--- config.mk ---
export PLATFORM = sky130hd
export DESIGN_NAME = rc_servo_frame_parser_crc16
export DESIGN_NICKNAME = d
export VERILOG_FILES = /design/src/sv/rcsfp_pkg.sv /design/src/sv/rcsfp_ram.sv /design/src/sv/rcsfp_parser.sv /design/src/sv/rcsfp_emitter.sv /design/src/sv/rc_servo_frame_parser_crc16.sv
export SDC_FILE = /design/constraint.sdc
export NUM_CORES = 1
export LEC_CHECK = 0
export BUFFER_PORTS_ARGS = -buffer_cell sky130_fd_sc_hd__buf_2
export CAP_MARGIN = 20
export CORE_MARGIN = 3
export CORE_UTILIZATION = 60
export CTS_BUF_LIST = sky130_fd_sc_hd__clkbuf_4 sky130_fd_sc_hd__clkbuf_8
export CTS_CLUSTER_SIZE = 16
export DETAILED_ROUTE_END_ITERATION = 16
export GPL_TIMING_DRIVEN = 1
export PLACE_DENSITY = 0.8
export SLEW_MARGIN = 20
export SYNTH_ARGS = -nofsm -noshare
export SYNTH_HDL_FRONTEND = slang
export SYNTH_HIERARCHICAL = 1
export SYNTH_SLANG_ARGS = --single-unit
export TNS_END_PERCENT = 50
--- constraint.sdc ---
create_clock -name clk -period 10.35 [get_ports clk]
set_input_delay 2.5875 -clock clk [delete_from_list [all_inputs] [get_ports clk]]
set_output_delay 2.5875 -clock clk [all_outputs]
set_load 0.01 [all_outputs]
--- src/sv/rcsfp_pkg.sv ---
// Shared types, constants and the CRC helper of the servo frame parser.
package rcsfp_pkg;

	localparam int MAX_CHANNELS_DEF = 16;
	localparam int STORE_DEPTH = 12;
	localparam int STORE_AW = $clog2(STORE_DEPTH);
	localparam int CHAN_W = 16;
	localparam int POS_W = 5;
	localparam int COUNT_W = 4;

	localparam logic [7:0] HEADER_BYTE = 8'd168;
	localparam logic [7:0] MIN_COUNT = 8'd6;
	localparam logic [7:0] MAX_COUNT = 8'd12;
	localparam logic [15:0] CRC_POLY = 16'h1021;
	localparam logic [15:0] CRC_INIT = 16'h0000;

	localparam logic [POS_W-1:0] POS_HEADER = 5'd0;
	localparam logic [POS_W-1:0] POS_STATUS = 5'd1;
	localparam logic [POS_W-1:0] POS_COUNT = 5'd2;
	localparam logic [POS_W-1:0] POS_FIRST_CHAN = 5'd3;

	typedef enum logic [1:0] {
		EM_IDLE,
		EM_READ,
		EM_LOAD,
		EM_ERR
	} em_state_t;

	// Request from the parser to the result sequencer.
	typedef struct packed {
		logic go;
		logic err;
		logic [COUNT_W-1:0] count;
	} emit_req_t;

	// Write into the channel store.
	typedef struct packed {
		logic we;
		logic [STORE_AW-1:0] addr;
		logic [CHAN_W-1:0] data;
	} store_wr_t;

	function automatic logic [15:0] crc_add(input logic [15:0] crc, input logic [7:0] b);
		logic [15:0] c;
		c = crc ^ {b, 8'h00};
		for (int i = 0; i < 8; i++) begin
			c = c[15] ? ({c[14:0], 1'b0} ^ CRC_POLY) : {c[14:0], 1'b0};
		end
		return c;
	endfunction

endpackage

--- src/sv/rcsfp_ram.sv ---
// Generic single-write, single-read synchronous RAM with registered read data.
module rcsfp_ram #(
	parameter int WIDTH = 16,
	parameter int DEPTH = 12
) (
	input  logic                     clk,
	input  logic                     we,
	input  logic [$clog2(DEPTH)-1:0] waddr,
	input  logic [WIDTH-1:0]         wdata,
	input  logic                     re,
	input  logic [$clog2(DEPTH)-1:0] raddr,
	output logic [WIDTH-1:0]         rdata
);

	logic [WIDTH-1:0] mem_q [DEPTH];
	logic [WIDTH-1:0] rdata_q;

	always_ff @(posedge clk) begin
		if (we) begin
			mem_q[waddr] <= wdata;
		end
		if (re) begin
			rdata_q <= mem_q[raddr];
		end
	end

	assign rdata = rdata_q;

endmodule

--- src/sv/rcsfp_parser.sv ---
// Byte parser: frame position tracking, running CRC and channel word capture.
module rcsfp_parser (
	input  logic                  clk,
	input  logic                  arst_n,
	input  logic                  accept,
	input  logic [7:0]            rx_byte,
	input  logic                  frame_start,
	output rcsfp_pkg::store_wr_t  wr,
	output rcsfp_pkg::emit_req_t  req
);

	logic [rcsfp_pkg::POS_W-1:0]   pos_q, pos_d, eff_pos, crc_hi, off;
	logic [rcsfp_pkg::COUNT_W-1:0] cnt_q, cnt_d, eff_cnt;
	logic [15:0]                   crc_q, crc_d, eff_crc, crc_next;
	logic [7:0]                    hold_q, hold_d;
	logic                          hunt_q, hunt_d;
	logic [15:0]                   rx_word;

	always_ff @(posedge clk or negedge arst_n) begin
		if (!arst_n) begin
			pos_q  <= '0;
			cnt_q  <= '0;
			crc_q  <= rcsfp_pkg::CRC_INIT;
			hold_q <= '0;
			hunt_q <= 1'b1;
		end else begin
			pos_q  <= pos_d;
			cnt_q  <= cnt_d;
			crc_q  <= crc_d;
			hold_q <= hold_d;
			hunt_q <= hunt_d;
		end
	end

	always_comb begin
		// A start flag restarts the frame, so this byte sees the reset state.
		eff_pos  = frame_start ? rcsfp_pkg::POS_HEADER : pos_q;
		eff_cnt  = frame_start ? '0 : cnt_q;
		eff_crc  = frame_start ? rcsfp_pkg::CRC_INIT : crc_q;
		crc_hi   = rcsfp_pkg::POS_FIRST_CHAN + {eff_cnt, 1'b0};
		off      = eff_pos - rcsfp_pkg::POS_FIRST_CHAN;
		crc_next = rcsfp_pkg::crc_add(eff_crc, rx_byte);
		rx_word  = {hold_q, rx_byte};

		pos_d  = pos_q;
		cnt_d  = cnt_q;
		crc_d  = crc_q;
		hold_d = hold_q;
		hunt_d = hunt_q;
		wr     = '0;
		req    = '0;

		if (accept && (frame_start || !hunt_q)) begin
			pos_d  = eff_pos;
			cnt_d  = eff_cnt;
			crc_d  = eff_crc;
			hunt_d = 1'b0;
			if (eff_pos == rcsfp_pkg::POS_HEADER) begin
				if (rx_byte != rcsfp_pkg::HEADER_BYTE) begin
					req.go  = 1'b1;
					req.err = 1'b1;
					hunt_d  = 1'b1;
				end else begin
					crc_d = crc_next;
					pos_d = rcsfp_pkg::POS_STATUS;
				end
			end else if (eff_pos == rcsfp_pkg::POS_STATUS) begin
				crc_d = crc_next;
				pos_d = rcsfp_pkg::POS_COUNT;
			end else if (eff_pos == rcsfp_pkg::POS_COUNT) begin
				if (rx_byte < rcsfp_pkg::MIN_COUNT || rx_byte > rcsfp_pkg::MAX_COUNT) begin
					req.go  = 1'b1;
					req.err = 1'b1;
					hunt_d  = 1'b1;
				end else begin
					cnt_d = rx_byte[rcsfp_pkg::COUNT_W-1:0];
					crc_d = crc_next;
					pos_d = rcsfp_pkg::POS_FIRST_CHAN;
				end
			end else if (eff_pos < crc_hi) begin
				crc_d = crc_next;
				pos_d = eff_pos + 1'b1;
				if (!off[0]) begin
					hold_d = rx_byte;
				end else begin
					wr.we   = 1'b1;
					wr.addr = off[rcsfp_pkg::STORE_AW:1];
					wr.data = rx_word;
				end
			end else if (eff_pos == crc_hi) begin
				hold_d = rx_byte;
				pos_d  = eff_pos + 1'b1;
			end else begin
				// Low byte of the received CRC ends the frame either way.
				hunt_d = 1'b1;
				req.go = 1'b1;
				if (rx_word != eff_crc) begin
					req.err = 1'b1;
				end else begin
					req.count = eff_cnt;
				end
			end
		end
	end

endmodule

--- src/sv/rcsfp_emitter.sv ---
// Result sequencer: reads the channel store and drives the output register.
module rcsfp_emitter #(
	parameter int MAX_CHANNELS = rcsfp_pkg::MAX_CHANNELS_DEF
) (
	input  logic                                 clk,
	input  logic                                 arst_n,
	input  rcsfp_pkg::emit_req_t                 req,
	output logic                                 busy,
	output logic                                 rd_en,
	output logic [rcsfp_pkg::STORE_AW-1:0]       rd_addr,
	input  logic [rcsfp_pkg::CHAN_W-1:0]         rd_data,
	output logic                                 out_valid,
	input  logic                                 out_ready,
	output logic [3:0]                           chan_index,
	output logic [rcsfp_pkg::CHAN_W-1:0]         chan_value,
	output logic [rcsfp_pkg::COUNT_W-1:0]        chan_count,
	output logic                                 last_of_run
);

	localparam int KW = $clog2(MAX_CHANNELS);
	localparam logic [KW-1:0] K_LAST = KW'(MAX_CHANNELS - 1);

	rcsfp_pkg::em_state_t state_q, state_d;
	logic [KW-1:0]                   k_q;
	logic [rcsfp_pkg::COUNT_W-1:0]   n_q;
	logic                            out_valid_q;
	logic [3:0]                      index_q;
	logic [rcsfp_pkg::CHAN_W-1:0]    value_q;
	logic [rcsfp_pkg::COUNT_W-1:0]   count_q;
	logic                            last_q;
	logic                            out_free, in_range, is_last, load_run, load_err;

	assign out_free = !out_valid_q || out_ready;
	assign in_range = k_q < KW'(n_q);
	assign is_last  = k_q == K_LAST;

	always_comb begin
		state_d = state_q;
		case (state_q)
			rcsfp_pkg::EM_IDLE: begin
				if (req.go) begin
					state_d = req.err ? rcsfp_pkg::EM_ERR : rcsfp_pkg::EM_READ;
				end
			end
			rcsfp_pkg::EM_READ: state_d = rcsfp_pkg::EM_LOAD;
			rcsfp_pkg::EM_LOAD: begin
				if (out_free) begin
					state_d = is_last ? rcsfp_pkg::EM_IDLE : rcsfp_pkg::EM_READ;
				end
			end
			rcsfp_pkg::EM_ERR: begin
				if (out_free) begin
					state_d = rcsfp_pkg::EM_IDLE;
				end
			end
			default: state_d = rcsfp_pkg::EM_IDLE;
		endcase
	end

	always_comb begin
		busy     = state_q != rcsfp_pkg::EM_IDLE;
		rd_en    = (state_q == rcsfp_pkg::EM_READ) && in_range;
		rd_addr  = k_q[rcsfp_pkg::STORE_AW-1:0];
		load_run = (state_q == rcsfp_pkg::EM_LOAD) && out_free;
		load_err = (state_q == rcsfp_pkg::EM_ERR) && out_free;
	end

	always_ff @(posedge clk or negedge arst_n) begin
		if (!arst_n) begin
			state_q     <= rcsfp_pkg::EM_IDLE;
			k_q         <= '0;
			n_q         <= '0;
			out_valid_q <= 1'b0;
		end else begin
			state_q <= state_d;
			if (state_q == rcsfp_pkg::EM_IDLE && req.go) begin
				k_q <= '0;
				n_q <= req.count;
			end else if (load_run) begin
				k_q <= k_q + 1'b1;
			end
			if (load_run || load_err) begin
				out_valid_q <= 1'b1;
			end else if (out_ready) begin
				out_valid_q <= 1'b0;
			end
		end
	end

	always_ff @(posedge clk) begin
		if (load_run) begin
			index_q <= k_q[3:0];
			value_q <= in_range ? rd_data : '0;
			count_q <= n_q;
			last_q  <= is_last;
		end else if (load_err) begin
			index_q <= '0;
			value_q <= '0;
			count_q <= '0;
			last_q  <= 1'b1;
		end
	end

	assign out_valid   = out_valid_q;
	assign chan_index  = index_q;
	assign chan_value  = value_q;
	assign chan_count  = count_q;
	assign last_of_run = last_q;

`ifndef ASSERT_OFF
	a_err_shape: assert property (@(posedge clk) disable iff (!arst_n)
		out_valid_q && count_q == '0 |-> last_q && value_q == '0 && index_q == '0)
		else $error("error result has wrong fields");
	a_last_index: assert property (@(posedge clk) disable iff (!arst_n)
		out_valid_q && count_q != '0 && last_q |-> index_q == K_LAST[3:0])
		else $error("last result of a frame at wrong index");
	a_load_after_read: assert property (@(posedge clk) disable iff (!arst_n)
		state_q == rcsfp_pkg::EM_LOAD |-> $past(state_q) == rcsfp_pkg::EM_READ
		|| $past(state_q) == rcsfp_pkg::EM_LOAD)
		else $error("load without a store read");
`endif

endmodule

--- src/sv/rc_servo_frame_parser_crc16.sv ---
// Top level of the radio-control servo frame parser with CRC-16 check.
// Takes one frame byte per transfer and checks header, channel count and a
// CRC-16 XMODEM. Channel words are kept in a small synchronous RAM. Bytes
// flow at one per clock while no results are pending. A good frame then gives
// MAX_CHANNELS results; the result sequencer does a RAM read and then an
// output load for each, and input is held off until the last one is loaded,
// output stalls included. A bad frame gives one error result and holds input
// off until that result is loaded. Input is accepted while the last result
// still waits in the output register.
// No clearing pass runs after reset.
module rc_servo_frame_parser_crc16 #(
	parameter int MAX_CHANNELS = rcsfp_pkg::MAX_CHANNELS_DEF
) (
	input  logic        clk,
	input  logic        arst_n,
	input  logic        in_valid,
	output logic        in_ready,
	input  logic [7:0]  rx_byte,
	input  logic        frame_start,
	output logic        out_valid,
	input  logic        out_ready,
	output logic [3:0]  chan_index,
	output logic [15:0] chan_value,
	output logic [3:0]  chan_count,
	output logic        last_of_run
);

	rcsfp_pkg::store_wr_t                 wr;
	rcsfp_pkg::emit_req_t                 req;
	logic                                 accept, busy, rd_en;
	logic [rcsfp_pkg::STORE_AW-1:0]       rd_addr;
	logic [rcsfp_pkg::CHAN_W-1:0]         rd_data;

	// Holding input off during a result burst keeps store writes and reads apart.
	assign in_ready = !busy;
	assign accept   = in_valid && in_ready;

	rcsfp_parser u_parser (
		.clk         (clk),
		.arst_n      (arst_n),
		.accept      (accept),
		.rx_byte     (rx_byte),
		.frame_start (frame_start),
		.wr          (wr),
		.req         (req)
	);

	rcsfp_ram #(
		.WIDTH (rcsfp_pkg::CHAN_W),
		.DEPTH (rcsfp_pkg::STORE_DEPTH)
	) u_store (
		.clk   (clk),
		.we    (wr.we),
		.waddr (wr.addr),
		.wdata (wr.data),
		.re    (rd_en),
		.raddr (rd_addr),
		.rdata (rd_data)
	);

	rcsfp_emitter #(
		.MAX_CHANNELS (MAX_CHANNELS)
	) u_emitter (
		.clk         (clk),
		.arst_n      (arst_n),
		.req         (req),
		.busy        (busy),
		.rd_en       (rd_en),
		.rd_addr     (rd_addr),
		.rd_data     (rd_data),
		.out_valid   (out_valid),
		.out_ready   (out_ready),
		.chan_index  (chan_index),
		.chan_value  (chan_value),
		.chan_count  (chan_count),
		.last_of_run (last_of_run)
	);

`ifndef ASSERT_OFF
	a_no_write_in_burst: assert property (@(posedge clk) disable iff (!arst_n)
		wr.we |-> !busy && !rd_en)
		else $error("store write during a result burst");
	a_req_blocks_input: assert property (@(posedge clk) disable iff (!arst_n)
		req.go |=> !in_ready)
		else $error("input taken right after a frame ended");
	a_req_only_on_accept: assert property (@(posedge clk) disable iff (!arst_n)
		req.go || wr.we |-> accept)
		else $error("parser acted without an input transfer");
`endif

endmodule

After elaboration in Yosys (flattened, before gate mapping)
Memory sizes are Yosys's and may differ from the RTL's. A register that Yosys moved wholly into a read port is not among the register bits.
Index checks and enable logic that the tools add are counted.
{"block": "classes", "magnitude_cmp": 4, "n_reduce_logical": 22, "add_sub_neg": 4, "n_mux": 76, "n_bitwise": 12, "eq_ne": 13}
{"cell": "$mux W16", "count": 10}
{"cell": "$mux W21", "count": 6}
{"cell": "$mux W13", "count": 8}
{"cell": "$mux W4", "count": 13}
{"cell": "$mux W5", "count": 8}
{"cell": "$mux W6", "count": 4}
{"cell": "$mux W8", "count": 3}
{"cell": "$not A3 Y3", "count": 8}
{"cell": "$mux W2", "count": 8}
{"cell": "$ne A16 B16 Y1", "count": 1}
{"cell": "$xor A16 B16 Y16", "count": 1}
{"cell": "$mux W1", "count": 15}
{"cell": "$reduce_bool A2 Y1", "count": 5}
{"cell": "$gt A8 B4 Y1 const B", "count": 1}
{"cell": "$lt A8 B3 Y1 const B", "count": 1}
{"cell": "$ne A8 B8 Y1 const B", "count": 1}
{"cell": "$pmux W2 S4", "count": 1}
{"cell": "$logic_and A1 B1 Y1", "count": 6}
{"cell": "$ne A2 B1 Y1 const B", "count": 3}
{"cell": "$reduce_and A6 Y1", "count": 1}
{"cell": "$add A2 B5 Y5 const A", "count": 1}
{"cell": "$add A5 B1 Y5 const B", "count": 1}
{"cell": "$eq A5 B1 Y1 const B", "count": 1}
{"cell": "$eq A5 B2 Y1 const B", "count": 1}
{"cell": "other kinds (15)", "count": 23}
{"block": "totals", "elab_cells": 145, "reg_bits": 70, "out_inout_bits": 27, "ram_bits": 192, "n_memories": 1, "inputBits": 13}
{"memory": "u_store.mem_q", "words": 12, "width": 16, "read_ports": 1, "rd_ports_with_merged_regs": 1, "wr": 1, "line_no": "rcsfp_ram.sv:15", "text": "logic [WIDTH-1:0] mem_q [DEPTH];"}

Logic depth before layout (Yosys ltp)
Gate-level depths: netlist of the first run.
{"block": "logic_depth", "word_depth": 22, "mapped_depth": 17}

Cells and area by module
Netlist of the first run, hierarchy kept.
{"module": "rcsfp_ram", "area_each_um2": 7770.0, "cells_each": 342, "instances": 1}
{"module": "rcsfp_parser", "area_each_um2": 2736.4, "cells_each": 317, "instances": 1}
{"module": "rcsfp_emitter", "area_each_um2": 1736.7, "cells_each": 151, "instances": 1}
{"module": "rc_servo_frame_parser_crc16", "area_each_um2": 10.0, "cells_each": 2, "instances": 1}

Worst setup path before layout of the first run
No wires, ideal clock.
{"block": "synth_timing", "kind": "input to register", "startpoint": "in frame_start", "endpoint": "mem u_store.mem_q[0][0], enable pin", "n_path_buf": 5, "stages": 15, "arrival_ns": 7.046, "slack_ns": 2.895, "setup_time_ns": 0.409, "cell_sequence": "buf_2 buf_2 clkbuf_1 clkbuf_1 nor2b_1 ha_1 inv_1 ha_1 a21oi_1 o21ai_1 nand3b_1 nor3_1 clkbuf_1 or3b_2 nor3_1"}
{"element": "start: declaration", "line_no": "rc_servo_frame_parser_crc16.sv:19", "text": "input logic frame_start,"}
{"element": "end: declaration", "line_no": "rcsfp_ram.sv:15"}

==> results of run 1 <==
[report_power, final]
group / internal, mW / switching [mW] / leakage (nW)
registers: 1.34 / 0.106 / 2.83
clock network: 0.509 / 0.415 / 0.453
logic: 0.371 / 0.538 / 1.55
total: 2.22 / 1.06 / 4.83
[cell type report]
cell class | instances | area [µm²]
clock buffers | 55 | 681.9
clock inverters | 23 | 180.2
fillers | 1308 | 6225
inverters | 12 | 45.04
multi-input cells | 477 | 3857
flip-flops and latches | 278 | 8128
well taps | 265 | 331.6
repair buffers | 57 | 332.8
[flip-flops by register name (all words and copies together) (netlist names)]
register               cells
u_emitter/chan_count       4
u_emitter/chan_index       4
u_emitter/chan_value      16
u_emitter/last_of_run      1
u_emitter/n_q              4
u_emitter/out_valid        1
u_emitter/rd_addr          4
u_emitter/state_q          2
u_parser/cnt_q             4
u_parser/crc_q            16
u_parser/hold_q            8
u_parser/hunt_q            1
u_parser/pos_q             5
u_store/mem_q            192
u_store/rdata             16
[cell families (layout without fill, tap and decap cells)]
| family | count (synthesis) | count (layout) | share of synthesized area |
|---|---|---|---|
| adders and majority gates | 14 | 14 | 0.01430 |
| and+or+nand+nor | 207 | 207 | 0.09425 |
| DFF | 278 | 278 | 0.6630 |
| muxes | 78 | 78 | 0.09977 |
| AOI/OAI and AO/OA | 149 | 149 | 0.08414 |
| xor gates and xnor gates | 29 | 29 | 0.02073 |
| buffers and inverters | 57 | 147 | 0.02379 |
[worst max-delay path: stages]
cell,delay (ns)
buf_2,0.62
inv_1,0.50
nand2_1,0.17
ha_1,0.26
a21oi_1,0.14
o21ai_1,0.16
nand3b_1,0.37
nor3_1,0.72
nand2_1,0.25
nor2_2,0.67
[worst paths after layout]
kind                                               endpoint                        startpoint  cells past startpoint  slack (ns)
setup reg to reg            u_store/mem_q[11][14]$_DFFE_PP_  u_emitter/state_q[1]$_DFFE_PN0P_                      7        6.39
min in group asynchronous      u_emitter/n_q[1]$_DFFE_PN0P_                            arst_n                      1        2.04
hold reg to reg                 u_parser/hunt_q$_DFFE_PN1P_       u_parser/hunt_q$_DFFE_PN1P_                      1        0.53
hold / removal                  u_parser/hunt_q$_DFFE_PN1P_       u_parser/hunt_q$_DFFE_PN1P_                      1        0.53
max in group asynchronous  u_emitter/rd_addr[0]$_DFFE_PN0P_                            arst_n                      1        7.86
setup / recovery            u_store/mem_q[11][14]$_DFFE_PP_                       frame_start                     10        4.04
[layout by cell type, fill, tap and decap left out, drive strengths merged, types with 6 or more instances in the layout]
| cell type | n |
|---|---|
| clkinv | 19 |
| ha | 14 |
| mux2i | 34 |
| edfxtp | 233 |
| dfrtp | 44 |
| o21ai | 27 |
| nor3 | 13 |
| nand2 | 28 |
| nor2 | 33 |
| a22o | 6 |
| a22oi | 18 |
| o221ai | 17 |
| clkbuf | 55 |
| nand4 | 21 |
| a221o | 6 |
| nand2b | 8 |
| buf | 57 |
| nand3 | 13 |
| xnor2 | 25 |
| inv | 13 |
| a21oi | 37 |
| mux4 | 32 |
| nor2b | 36 |
| mux2 | 12 |
| and2 | 23 |
[through the flow]
stage	hold WS, ns	utilization	instances
3_5_place_dp	0.5167	0.6415	1089
3_3_place_gp	0.5036	0.6414	1089
4_1_cts	0.5265	0.6851	1167
5_1_grt	0.5454	0.6853	1167
6_report	0.5298	0.6853	1167
2_1_floorplan	0.4796	-	812
[layer usage]
layer | GRT usage | share of wire | vias up
met5 | 0 | 0 | -
met4 | 0.09565 | 0.028 | 0
met3 | 0.03798 | 0.079 | 66
met2 | 0.4383 | 0.51 | 379
met1 | 0.3306 | 0.39 | 3681
li1 | - | - | 3311
==> tab_implementation.tex, run 1 <==
\begin{tabular}{lr}
\hline
Metric & Value \\
\hline
\multicolumn{2}{l}{\textbf{Outcome}} \\
\quad Run status & completed \\
\multicolumn{2}{l}{\textbf{Final layout}} \\
\quad Area added between synthesis and finish & 10.64\% \\
\quad Nets@finish & 896 \\
\quad Post-Layout Inst Area & 13560 µm² \\
\quad Number of antenna repair diodes & 0 \\
\quad Proportion of layout cells with a drive suffix above 1 & 0.1962 \\
\multicolumn{2}{l}{\textbf{Floorplan}} \\
\quad Starting utilization of the core area & 0.6194 \\
\quad Cell row count & 51 \\
\quad Die boundary height & 148.9 µm \\
\quad Horizontal extent of the die & 148.9 µm \\
\quad Die footprint & 22170 µm² \\
\quad Area of the core & 19780 µm² \\
\quad Boundary pin count & 40 \\
\multicolumn{2}{l}{\textbf{CTS}} \\
\quad Post CTS Setup Buffer Count & 0 \\
\quad Number of clock sinks seen by CTS & 278 \\
\quad Worst-skew pair later-pin latency & 0.56 ns \\
\quad CTS tree & done \\
\quad Clock slew at the register clock pins of the worst setup and hold paths & 0.06 ns \\
\quad Root buffer cell & clkbuf\_8 \\
\quad H-tree depth & 2 \\
\quad Clock buffer count from CTS & 43 \\
\quad Maximum buffer depth of the clock tree & 3 \\
\quad Hold buffer count at cts & 0 \\
\quad Count of cells resized by post-cts repair & 0 \\
\multicolumn{2}{l}{\textbf{Placement}} \\
\quad GP Congestion & 0.9054 \\
\quad Placed instance area & 12690 µm² \\
\quad Final HPWL DP & 17190 µm \\
\quad DP Worst Slack & 3.252 ns \\
\quad Count of input and output buffers & 39 \\
\multicolumn{2}{l}{\textbf{Power and ir drop}} \\
\quad Cell area power density & 242.2 nW/µm² \\
\quad Leakage & 4.833 nW \\
\quad Maximum resistive drop on vdd & 0.0001008 V \\
\quad Total Power Consumption & 3.283 mW \\
\multicolumn{2}{l}{\textbf{Yosys}} \\
\quad Commonest cells post-synth & edfxtp\_1 (233), dfrtp\_1 (44), a21oi\_1 (37) \\
\quad Number of flops mapped to enable cells by yosys & 233 \\
\quad Sequential area share after synthesis & 0.6630 \\
\quad Most used standard cell by instance count after synthesis & edfxtp\_1 \\
\quad Synthesized cell area & 12250 µm² \\
\quad Top-area cell type share of the netlist area & 0.5710 \\
\quad YS warnings & 6 \\
\quad Syn\_nets & 839 \\
\quad Proportion of register bits with asynchronous set or reset after synthesis & 0.1619 \\
\quad Ys flop type & edfxtp\_1 \\
\quad Leading post-synthesis cells by cell area & edfxtp\_1 (57\%), dfrtp\_1 (9.0\%), mux4\_2 (5.3\%), mux2i\_1 (2.8\%), nor2b\_1 (1.8\%) \\
\quad Number of cells produced by synthesis & 812 \\
\quad Distinct cell type count after synthesis & 68 \\
\quad Number of storage elements in the synthesis netlist & 278 \\
\quad Post-synthesis average cell area & 15.09 µm² \\
\quad Biggest area consumer among synthesized cells & edfxtp\_1 \\
\multicolumn{2}{l}{\textbf{STA}} \\
\quad Max-slew violations & 0 \\
\quad Shortest period the worst path allows & 6.305 ns \\
\quad Worst Tran Pin Value & 1.089 ns \\
\quad Fin worst setup slack & 4.045 ns \\
\quad Worst max-slew margin expressed relative to the limit & 0.2739 \\
\quad Final clock skew & 0.01135 ns \\
\quad Unrepaired setup endpoints after global routing & false \\
\quad Crit share post-route & 0.6092 \\
\quad Sum of negative setup slack & 0 ns \\
\quad Highest attainable clock frequency & 158.6 MHz \\
\quad Final Hold Viols & 0 \\
\quad Setup violation total in the final timing report & 0 \\
\multicolumn{2}{l}{\textbf{Critical path}} \\
\quad Required time at the endpoint of the critical path & 10.53 ns \\
\quad Max Fanout on Critical Path & 52 \\
\quad Critical Path Sink Type & flip-flop \\
\quad Class of the most critical setup path & in -> reg \\
\quad Worst EP arrival & 6.48 ns \\
\quad Worst setup SP type & input port \\
\multicolumn{2}{l}{\textbf{Routing}} \\
\quad Final routed wire length divided by cell count & 23.23 µm \\
\quad Number of remaining DRC errors & 0 \\
\quad Mean number of vias per cell & 6.373 \\
\quad Number of nets still failing antenna checks after routing & 0 \\
\quad Initial DRC count & 988 \\
\quad Initial DRT Pass Iterations & 5 \\
\quad Final wirelength & 27120 µm \\
\quad Vias & 7437 \\
\multicolumn{2}{l}{\textbf{Min path}} \\
\quad Hold WC Path Type & reg -> reg \\
\multicolumn{2}{l}{\textbf{GRT}} \\
\quad Total Routing Usage GR & 0.2542 \\
\quad Overall overflow remaining after global route & 0 \\
\quad Vias in the first global route & 7588 \\
\quad Global-route wire length before repair & 42780 µm \\
\quad Antenna violations before repair & 0 \\
\quad Maximum number of pins on one net before global-route repair & 53 \\
\multicolumn{2}{l}{\textbf{Job}} \\
\quad Max-cap violation count & 0 \\
\hline
\end{tabular}
Note: power is estimated with default switching activity, not from simulation.
==> inputs of run 2 (changes only) <==
Settings changed: ABC_AREA set to 1.
Clock period 10.35 ns to 6.05 ns, I/O delays scaled along.
==> tab_implementation.tex, run 2 <==
\begin{tabular}{lr}
\hline
Metric & Value \\
\hline
\multicolumn{2}{l}{\textbf{Power and ir drop}} \\
\quad Maximum resistive drop on vdd & 0.0002387 V \\
\quad Leakage & 6.463 nW \\
\quad Cell area power density & 434.3 nW/µm² \\
\quad Total Power Consumption & 6.303 mW \\
\multicolumn{2}{l}{\textbf{Yosys}} \\
\quad Commonest cells post-synth & nand2\_1 (415), edfxtp\_1 (233), inv\_1 (192) \\
\quad Top-area cell type share of the netlist area & 0.5269 \\
\quad Number of flops mapped to enable cells by yosys & 233 \\
\quad Syn\_nets & 1436 \\
\quad Distinct cell type count after synthesis & 36 \\
\quad Biggest area consumer among synthesized cells & edfxtp\_1 \\
\quad Sequential area share after synthesis & 0.6118 \\
\quad Synthesized cell area & 13280 µm² \\
\quad Ys flop type & edfxtp\_1 \\
\quad Most used standard cell by instance count after synthesis & nand2\_1 \\
\quad Number of cells produced by synthesis & 1409 \\
\quad Proportion of register bits with asynchronous set or reset after synthesis & 0.1619 \\
\quad YS warnings & 6 \\
\quad Number of storage elements in the synthesis netlist & 278 \\
\quad Leading post-synthesis cells by cell area & edfxtp\_1 (53\%), nand2\_1 (12\%), dfrtp\_1 (8.3\%), nand3\_1 (6.6\%), inv\_1 (5.4\%) \\
\quad Post-synthesis average cell area & 9.424 µm² \\
\multicolumn{2}{l}{\textbf{STA}} \\
\quad Max-slew violations & 0 \\
\quad Crit share post-route & 0.7939 \\
\quad Sum of negative setup slack & 0 ns \\
\quad Hold Slack & 0.4781 ns \\
\quad Final Hold Viols & 0 \\
\quad Shortest period the worst path allows & 4.803 ns \\
\quad Highest attainable clock frequency & 208.2 MHz \\
\quad Unrepaired setup endpoints after global routing & false \\
\quad Fin worst setup slack & 1.247 ns \\
\quad Worst Tran Pin Value & 1.100 ns \\
\quad Worst max-slew margin expressed relative to the limit & 0.2640 \\
\quad Final clock skew & 0.03831 ns \\
\quad Setup violation total in the final timing report & 0 \\
\multicolumn{2}{l}{\textbf{Final layout}} \\
\quad Most common library cell in the layout ignoring fill and taps & nand2\_1 \\
\quad Area added between synthesis and finish & 9.291\% \\
\quad Largest register FFs & 192 \\
\quad Nets@finish & 1489 \\
\quad Total area of sequential cells & 8129 µm² \\
\quad Number of antenna repair diodes & 0 \\
\quad Reg with most FFs & u\_store/mem\_q \\
\quad Proportion of layout cells with a drive suffix above 1 & 0.1129 \\
\quad Fill cells & 1630 \\
\quad Commonest cells after routing, fill and taps aside & nand2\_1 (415), edfxtp\_1 (233), inv\_1 (192), nand3\_1 (175), nor2\_1 (116) \\
\quad Utilization of the core after routing & 0.6797 \\
\quad Area of the multi-input gates & 4088 µm² \\
\multicolumn{2}{l}{\textbf{Floorplan}} \\
\quad Cell row count & 53 \\
\quad Area of the core & 21350 µm² \\
\quad Horizontal extent of the die & 154.8 µm \\
\quad Starting utilization of the core area & 0.6219 \\
\quad Die footprint & 23950 µm² \\
\quad Boundary pin count & 40 \\
\quad Die boundary height & 154.8 µm \\
\multicolumn{2}{l}{\textbf{Critical path}} \\
\quad Largest stage delay on the critical path & 0.80 ns \\
\quad Cell repeated most along the worst path & nand2\_1 \\
\quad CP Cell Sequence & buf\_2 -> inv\_4 -> nand2\_1 -> inv\_1 -> ha\_1 -> nand2\_1 -> nand2\_1 -> a21oi\_1 -> nand3\_1 -> nor4b\_1 -> nand2\_1 -> nor2\_1 -> buf\_4 \\
\quad Required time at the endpoint of the critical path & 6.31 ns \\
\quad Class of the most critical setup path & in -> reg \\
\quad Worst EP arrival & 5.07 ns \\
\quad Critical Path Sink Type & flip-flop \\
\quad Max Fanout on Critical Path & 38 \\
\quad Worst-path cell with the longest stage delay & nor4b\_1 \\
\quad Worst setup SP type & input port \\
\multicolumn{2}{l}{\textbf{Routing}} \\
\quad Number of remaining DRC errors & 0 \\
\quad Vias & 9950 \\
\quad Final wirelength & 31080 µm \\
\quad Initial DRC count & 1184 \\
\quad Final routed wire length divided by cell count & 17.54 µm \\
\quad Number of nets still failing antenna checks after routing & 0 \\
\quad Initial DRT Pass Iterations & 5 \\
\quad Mean number of vias per cell & 5.615 \\
\multicolumn{2}{l}{\textbf{CTS}} \\
\quad CTS tree & done \\
\quad Worst-skew pair later-pin latency & 0.58 ns \\
\quad Root buffer cell & clkbuf\_8 \\
\quad Count of cells resized by post-cts repair & 0 \\
\quad Maximum buffer depth of the clock tree & 3 \\
\quad Clock buffer count from CTS & 44 \\
\quad Clock slew at the register clock pins of the worst setup and hold paths & 0.06 ns \\
\quad Post CTS Setup Buffer Count & 0 \\
\quad Hold buffer count at cts & 0 \\
\quad Number of clock sinks seen by CTS & 278 \\
\quad H-tree depth & 2 \\
\multicolumn{2}{l}{\textbf{GRT}} \\
\quad Vias in the first global route & 9289 \\
\quad Total Routing Usage GR & 0.2587 \\
\quad Overall overflow remaining after global route & 0 \\
\quad Antenna violations before repair & 0 \\
\quad Global-route wire length before repair & 49120 µm \\
\quad Maximum number of pins on one net before global-route repair & 88 \\
\multicolumn{2}{l}{\textbf{Placement}} \\
\quad DP Worst Slack & 0.7922 ns \\
\quad Count of input and output buffers & 39 \\
\quad GP Congestion & 0.9015 \\
\quad Final HPWL DP & 20240 µm \\
\multicolumn{2}{l}{\textbf{Outcome}} \\
\quad Run status & completed \\
\multicolumn{2}{l}{\textbf{Min path}} \\
\quad Hold WC Path Type & reg -> reg \\
\multicolumn{2}{l}{\textbf{Job}} \\
\quad Max-cap violation count & 0 \\
\hline
\end{tabular}
-- run 2: power breakdown --
group          leakage, nW  total, mW  switching [mW]  internal, mW
registers             2.91       2.53           0.143          2.39
clock network        0.445       1.54           0.726         0.814
logic                 3.11       2.23            1.59         0.641
-- run 2: layer usage --
metal,global-route usage,wire [µm]
met5,0,0
met4,0.09630,1010
met3,0.03442,2604
met2,0.4208,15070
met1,0.3605,12400
-- run 2: logic make-up after synthesis --
logic type               count (synthesis)  synth area share
adder cells (fa/ha/maj)                 14           0.01319
AND/OR/NAND/NOR                        745            0.2390
AO/OA/AOI/OAI                          103           0.04259
XOR/XNOR                                19           0.01253
buffers and inverters                  250           0.08094
flip-flops                             278            0.6118
-- run 2: final cells by class --
type | count | area share
clock buffer | 57 | 0.04845
clock inverter | 24 | 0.01026
inverter | 197 | 0.05130
multi-input combinational | 881 | 0.2817
sequential | 278 | 0.5601
tap | 275 | 0.02371
timing repair buffer | 60 | 0.02448
-- run 2: through the flow --
step                      area [µm²]  instances
after CTS                      14510       1772
after global placement         13650       1691
after detailed placement       13650       1691
after floorplan                13280       1409
after global routing           14510       1772
final                          14510       1772
-- run 2: worst paths after layout --
| kind | start | endpoint | slack (ns) | depth (start not counted) |
|---|---|---|---|---|
| max | frame_start | u_store/mem_q[5][13]$_DFFE_PP_ | 1.25 | 13 |
| min reg2reg | u_parser/crc_q[7]$_DFFE_PN0P_ | u_parser/crc_q[7]$_DFFE_PN0P_ | 0.48 | 2 |
| min in group asynchronous | arst_n | u_emitter/rd_addr[3]$_DFFE_PN0P_ | 0.94 | 1 |
| max in group asynchronous | arst_n | u_parser/crc_q[5]$_DFFE_PN0P_ | 4.67 | 1 |
| min | u_parser/crc_q[7]$_DFFE_PN0P_ | u_parser/crc_q[7]$_DFFE_PN0P_ | 0.48 | 2 |
| max reg2reg | u_parser/cnt_q[0]$_DFFE_PN0P_ | u_store/mem_q[5][13]$_DFFE_PP_ | 2.10 | 13 |
-- run 2: worst max-delay path, delay by kind of cell --
kind / cells / cell delay [ns]
buffers and inverters: 4 / 0.95
AOI/OAI and AO/OA: 1 / 0.22
adders and majority gates: 1 / 0.26
and+or+nand+nor: 7 / 2.11
==> inputs of run 3 (changes only) <==
Settings changed: CORE_UTILIZATION 60 to 58, PLACE_DENSITY 0.8 to 0.81.
Clock period 6.05 ns to 4.25 ns, I/O delays scaled along.
==> tab_implementation.tex, run 3 (same netlist as run 2, synthesis figures left out) <==
\begin{tabular}{lr}
\hline
Metric & Value \\
\hline
\multicolumn{2}{l}{\textbf{Outcome}} \\
\quad Run status & completed \\
\multicolumn{2}{l}{\textbf{Final layout}} \\
\quad Commonest cells after routing, fill and taps aside & nand2\_1 (415), edfxtp\_1 (233), inv\_1 (192), nand3\_1 (175), nor2\_1 (116) \\
\quad Area added between synthesis and finish & 12.18\% \\
\quad Final Non-Filler Cells & 1802 \\
\quad Nets@finish & 1514 \\
\quad Post-Layout Inst Area & 14900 µm² \\
\quad Reg with most FFs & u\_store/mem\_q \\
\quad Utilization of the core after routing & 0.6722 \\
\quad Largest register FFs & 192 \\
\quad Number of antenna repair diodes & 0 \\
\quad Proportion of layout cells with a drive suffix above 1 & 0.1301 \\
\quad Most common library cell in the layout ignoring fill and taps & nand2\_1 \\
\multicolumn{2}{l}{\textbf{CTS}} \\
\quad CTS tree & done \\
\quad H-tree depth & 2 \\
\quad Root buffer cell & clkbuf\_8 \\
\quad Number of clock sinks seen by CTS & 278 \\
\quad Maximum buffer depth of the clock tree & 3 \\
\quad Worst-skew pair later-pin latency & 0.55 ns \\
\quad Clock slew at the register clock pins of the worst setup and hold paths & 0.07 ns \\
\quad Clock buffer count from CTS & 44 \\
\quad Hold buffer count at cts & 0 \\
\quad Count of cells resized by post-cts repair & 0 \\
\quad Post CTS Setup Buffer Count & 0 \\
\multicolumn{2}{l}{\textbf{Power and ir drop}} \\
\quad Cell area power density & 628.2 nW/µm² \\
\quad Maximum resistive drop on vdd & 0.0003459 V \\
\quad Total Power Consumption & 9.358 mW \\
\quad Leakage & 6.681 nW \\
\multicolumn{2}{l}{\textbf{STA}} \\
\quad Unrepaired setup endpoints after global routing & false \\
\quad Max-slew violations & 0 \\
\quad Setup violation total in the final timing report & 0 \\
\quad Final clock skew & 0.02154 ns \\
\quad Highest attainable clock frequency & 280.5 MHz \\
\quad Worst Tran Pin Value & 1.105 ns \\
\quad Fin worst setup slack & 0.6850 ns \\
\quad Worst max-slew margin expressed relative to the limit & 0.2633 \\
\quad Crit share post-route & 0.8388 \\
\quad Hold Slack & 0.4869 ns \\
\quad Sum of negative setup slack & 0 ns \\
\quad Final Hold Viols & 0 \\
\quad Shortest period the worst path allows & 3.565 ns \\
\multicolumn{2}{l}{\textbf{Critical path}} \\
\quad Worst R2R End & u\_store/mem\_q[11][4]\$\_DFFE\_PP\_ \\
\quad Worst EP arrival & 3.81 ns \\
\quad Worst setup SP type & input port \\
\quad Class of the most critical setup path & in -> reg \\
\quad Required time at the endpoint of the critical path & 4.50 ns \\
\quad CP Capture Point & u\_store/mem\_q[11][4]\$\_DFFE\_PP\_ \\
\quad Worst reg-to-reg path cell count & 14 \\
\quad Stages on the worst setup path & 14 \\
\quad Dominant delay contributor by cell family on the critical path & simple AND/OR/NAND/NOR gates \\
\quad Reg-to-reg slack, setup & 1.01 ns \\
\quad Max Fanout on Critical Path & 9 \\
\quad CP Cell Sequence & buf\_2 -> nor2\_1 -> nand3\_1 -> xor2\_1 -> ha\_1 -> nand2\_1 -> inv\_1 -> a21oi\_1 -> nand3\_1 -> nor4b\_1 -> buf\_4 -> nand2\_1 -> nor2\_1 -> buf\_4 \\
\quad Largest stage delay on the critical path & 0.41 ns \\
\quad Reg-to-Reg Start & u\_parser/cnt\_q[0]\$\_DFFE\_PN0P\_ \\
\quad Worst-path cell with the longest stage delay & nor4b\_1 \\
\quad WP buf/inv & 4 \\
\quad Critical Path Sink Type & flip-flop \\
\quad CP startpoint & frame\_start \\
\multicolumn{2}{l}{\textbf{Job}} \\
\quad Max-cap violation count & 0 \\
\multicolumn{2}{l}{\textbf{GRT}} \\
\quad Overall overflow remaining after global route & 0 \\
\quad Maximum number of pins on one net before global-route repair & 109 \\
\quad Global-route wire length before repair & 47390 µm \\
\quad Vias in the first global route & 9234 \\
\quad Total Routing Usage GR & 0.2455 \\
\quad Antenna violations before repair & 0 \\
\multicolumn{2}{l}{\textbf{Routing}} \\
\quad Met3 WL & 2687 µm \\
\quad Initial DRC count & 1247 \\
\quad Final routed wire length divided by cell count & 16.92 µm \\
\quad Final wirelength & 30480 µm \\
\quad Met2 Wirelength & 14380 µm \\
\quad Wire length the detailed router placed on met1 & 12410 µm \\
\quad Vias & 9965 \\
\quad Initial DRT Pass Iterations & 5 \\
\quad Mean number of vias per cell & 5.530 \\
\quad Number of remaining DRC errors & 0 \\
\quad Highest metal layer used by the detailed router & met4 \\
\quad Number of nets still failing antenna checks after routing & 0 \\
\multicolumn{2}{l}{\textbf{Floorplan}} \\
\quad Area of the core & 22160 µm² \\
\quad Die footprint & 24750 µm² \\
\quad Starting utilization of the core area & 0.5992 \\
\quad Horizontal extent of the die & 157.3 µm \\
\quad Die boundary height & 157.3 µm \\
\quad Cell row count & 54 \\
\quad Boundary pin count & 40 \\
\multicolumn{2}{l}{\textbf{Placement}} \\
\quad Placed instance area & 13890 µm² \\
\quad GP Congestion & 0.9349 \\
\quad Number of placed cells counting well taps & 1721 \\
\quad DP Worst Slack & 0.1640 ns \\
\quad Final HPWL DP & 19870 µm \\
\quad Count of input and output buffers & 39 \\
\multicolumn{2}{l}{\textbf{Min path}} \\
\quad Hold WC Path Type & reg -> reg \\
\quad Depth of the worst hold-timing path & 2 \\
\hline
\end{tabular}
## run 3: per-layer routing
metal,global-route usage,vias to the layer above
met2,0.3976,523
met5,0,-
met4,0.09380,0
met1,0.3383,4628
li1,-,4736
met3,0.03932,78
## run 3: worst min-delay path by stage
stage | end | from | slack, ns
3_3_place_gp | u_parser/hold_q[1]$_DFFE_PN0P_ | u_parser/hold_q[1]$_DFFE_PN0P_ | 0.47
3_5_place_dp | u_parser/hold_q[1]$_DFFE_PN0P_ | u_parser/hold_q[1]$_DFFE_PN0P_ | 0.47
6_report | u_parser/crc_q[7]$_DFFE_PN0P_ | u_parser/crc_q[7]$_DFFE_PN0P_ | 0.49
4_1_cts | u_parser/crc_q[7]$_DFFE_PN0P_ | u_parser/crc_q[7]$_DFFE_PN0P_ | 0.49
5_1_grt | u_parser/crc_q[7]$_DFFE_PN0P_ | u_parser/crc_q[7]$_DFFE_PN0P_ | 0.51
2_1_floorplan | u_parser/crc_q[5]$_DFFE_PN0P_ | u_parser/crc_q[5]$_DFFE_PN0P_ | 0.45
## run 3: final cells by class
type	count	area, µm²
timing repair buffer	85	593.1
clock inverter	28	316.6
inverter	197	744.5
clock buffer	53	679.4
tap	280	350.3
multi-input combinational	881	4088
sequential	278	8125
fill	1645	7264
## run 3: worst reg2reg max path: stages (launching register included)
cell     delay, ns
dfrtp_1       0.34
inv_1         0.06
nor2_1        0.22
ha_1          0.21
xnor2_1       0.12
ha_1          0.24
nand2_1       0.07
inv_1         0.04
a21oi_1       0.25
nand3_1       0.23
nor4b_1       0.41
buf_4         0.20
nand2_1       0.09
nor2_1        0.24
buf_4         0.24
## run 3: report_power, final
part           leakage, nW  total [mW]  switching, mW  internal (mW)
clock                0.516        2.53           1.03           1.50
combinational         3.25        3.26           2.32          0.946
sequential            2.91        3.56          0.161           3.40
total                 6.68        9.36           3.51           5.84
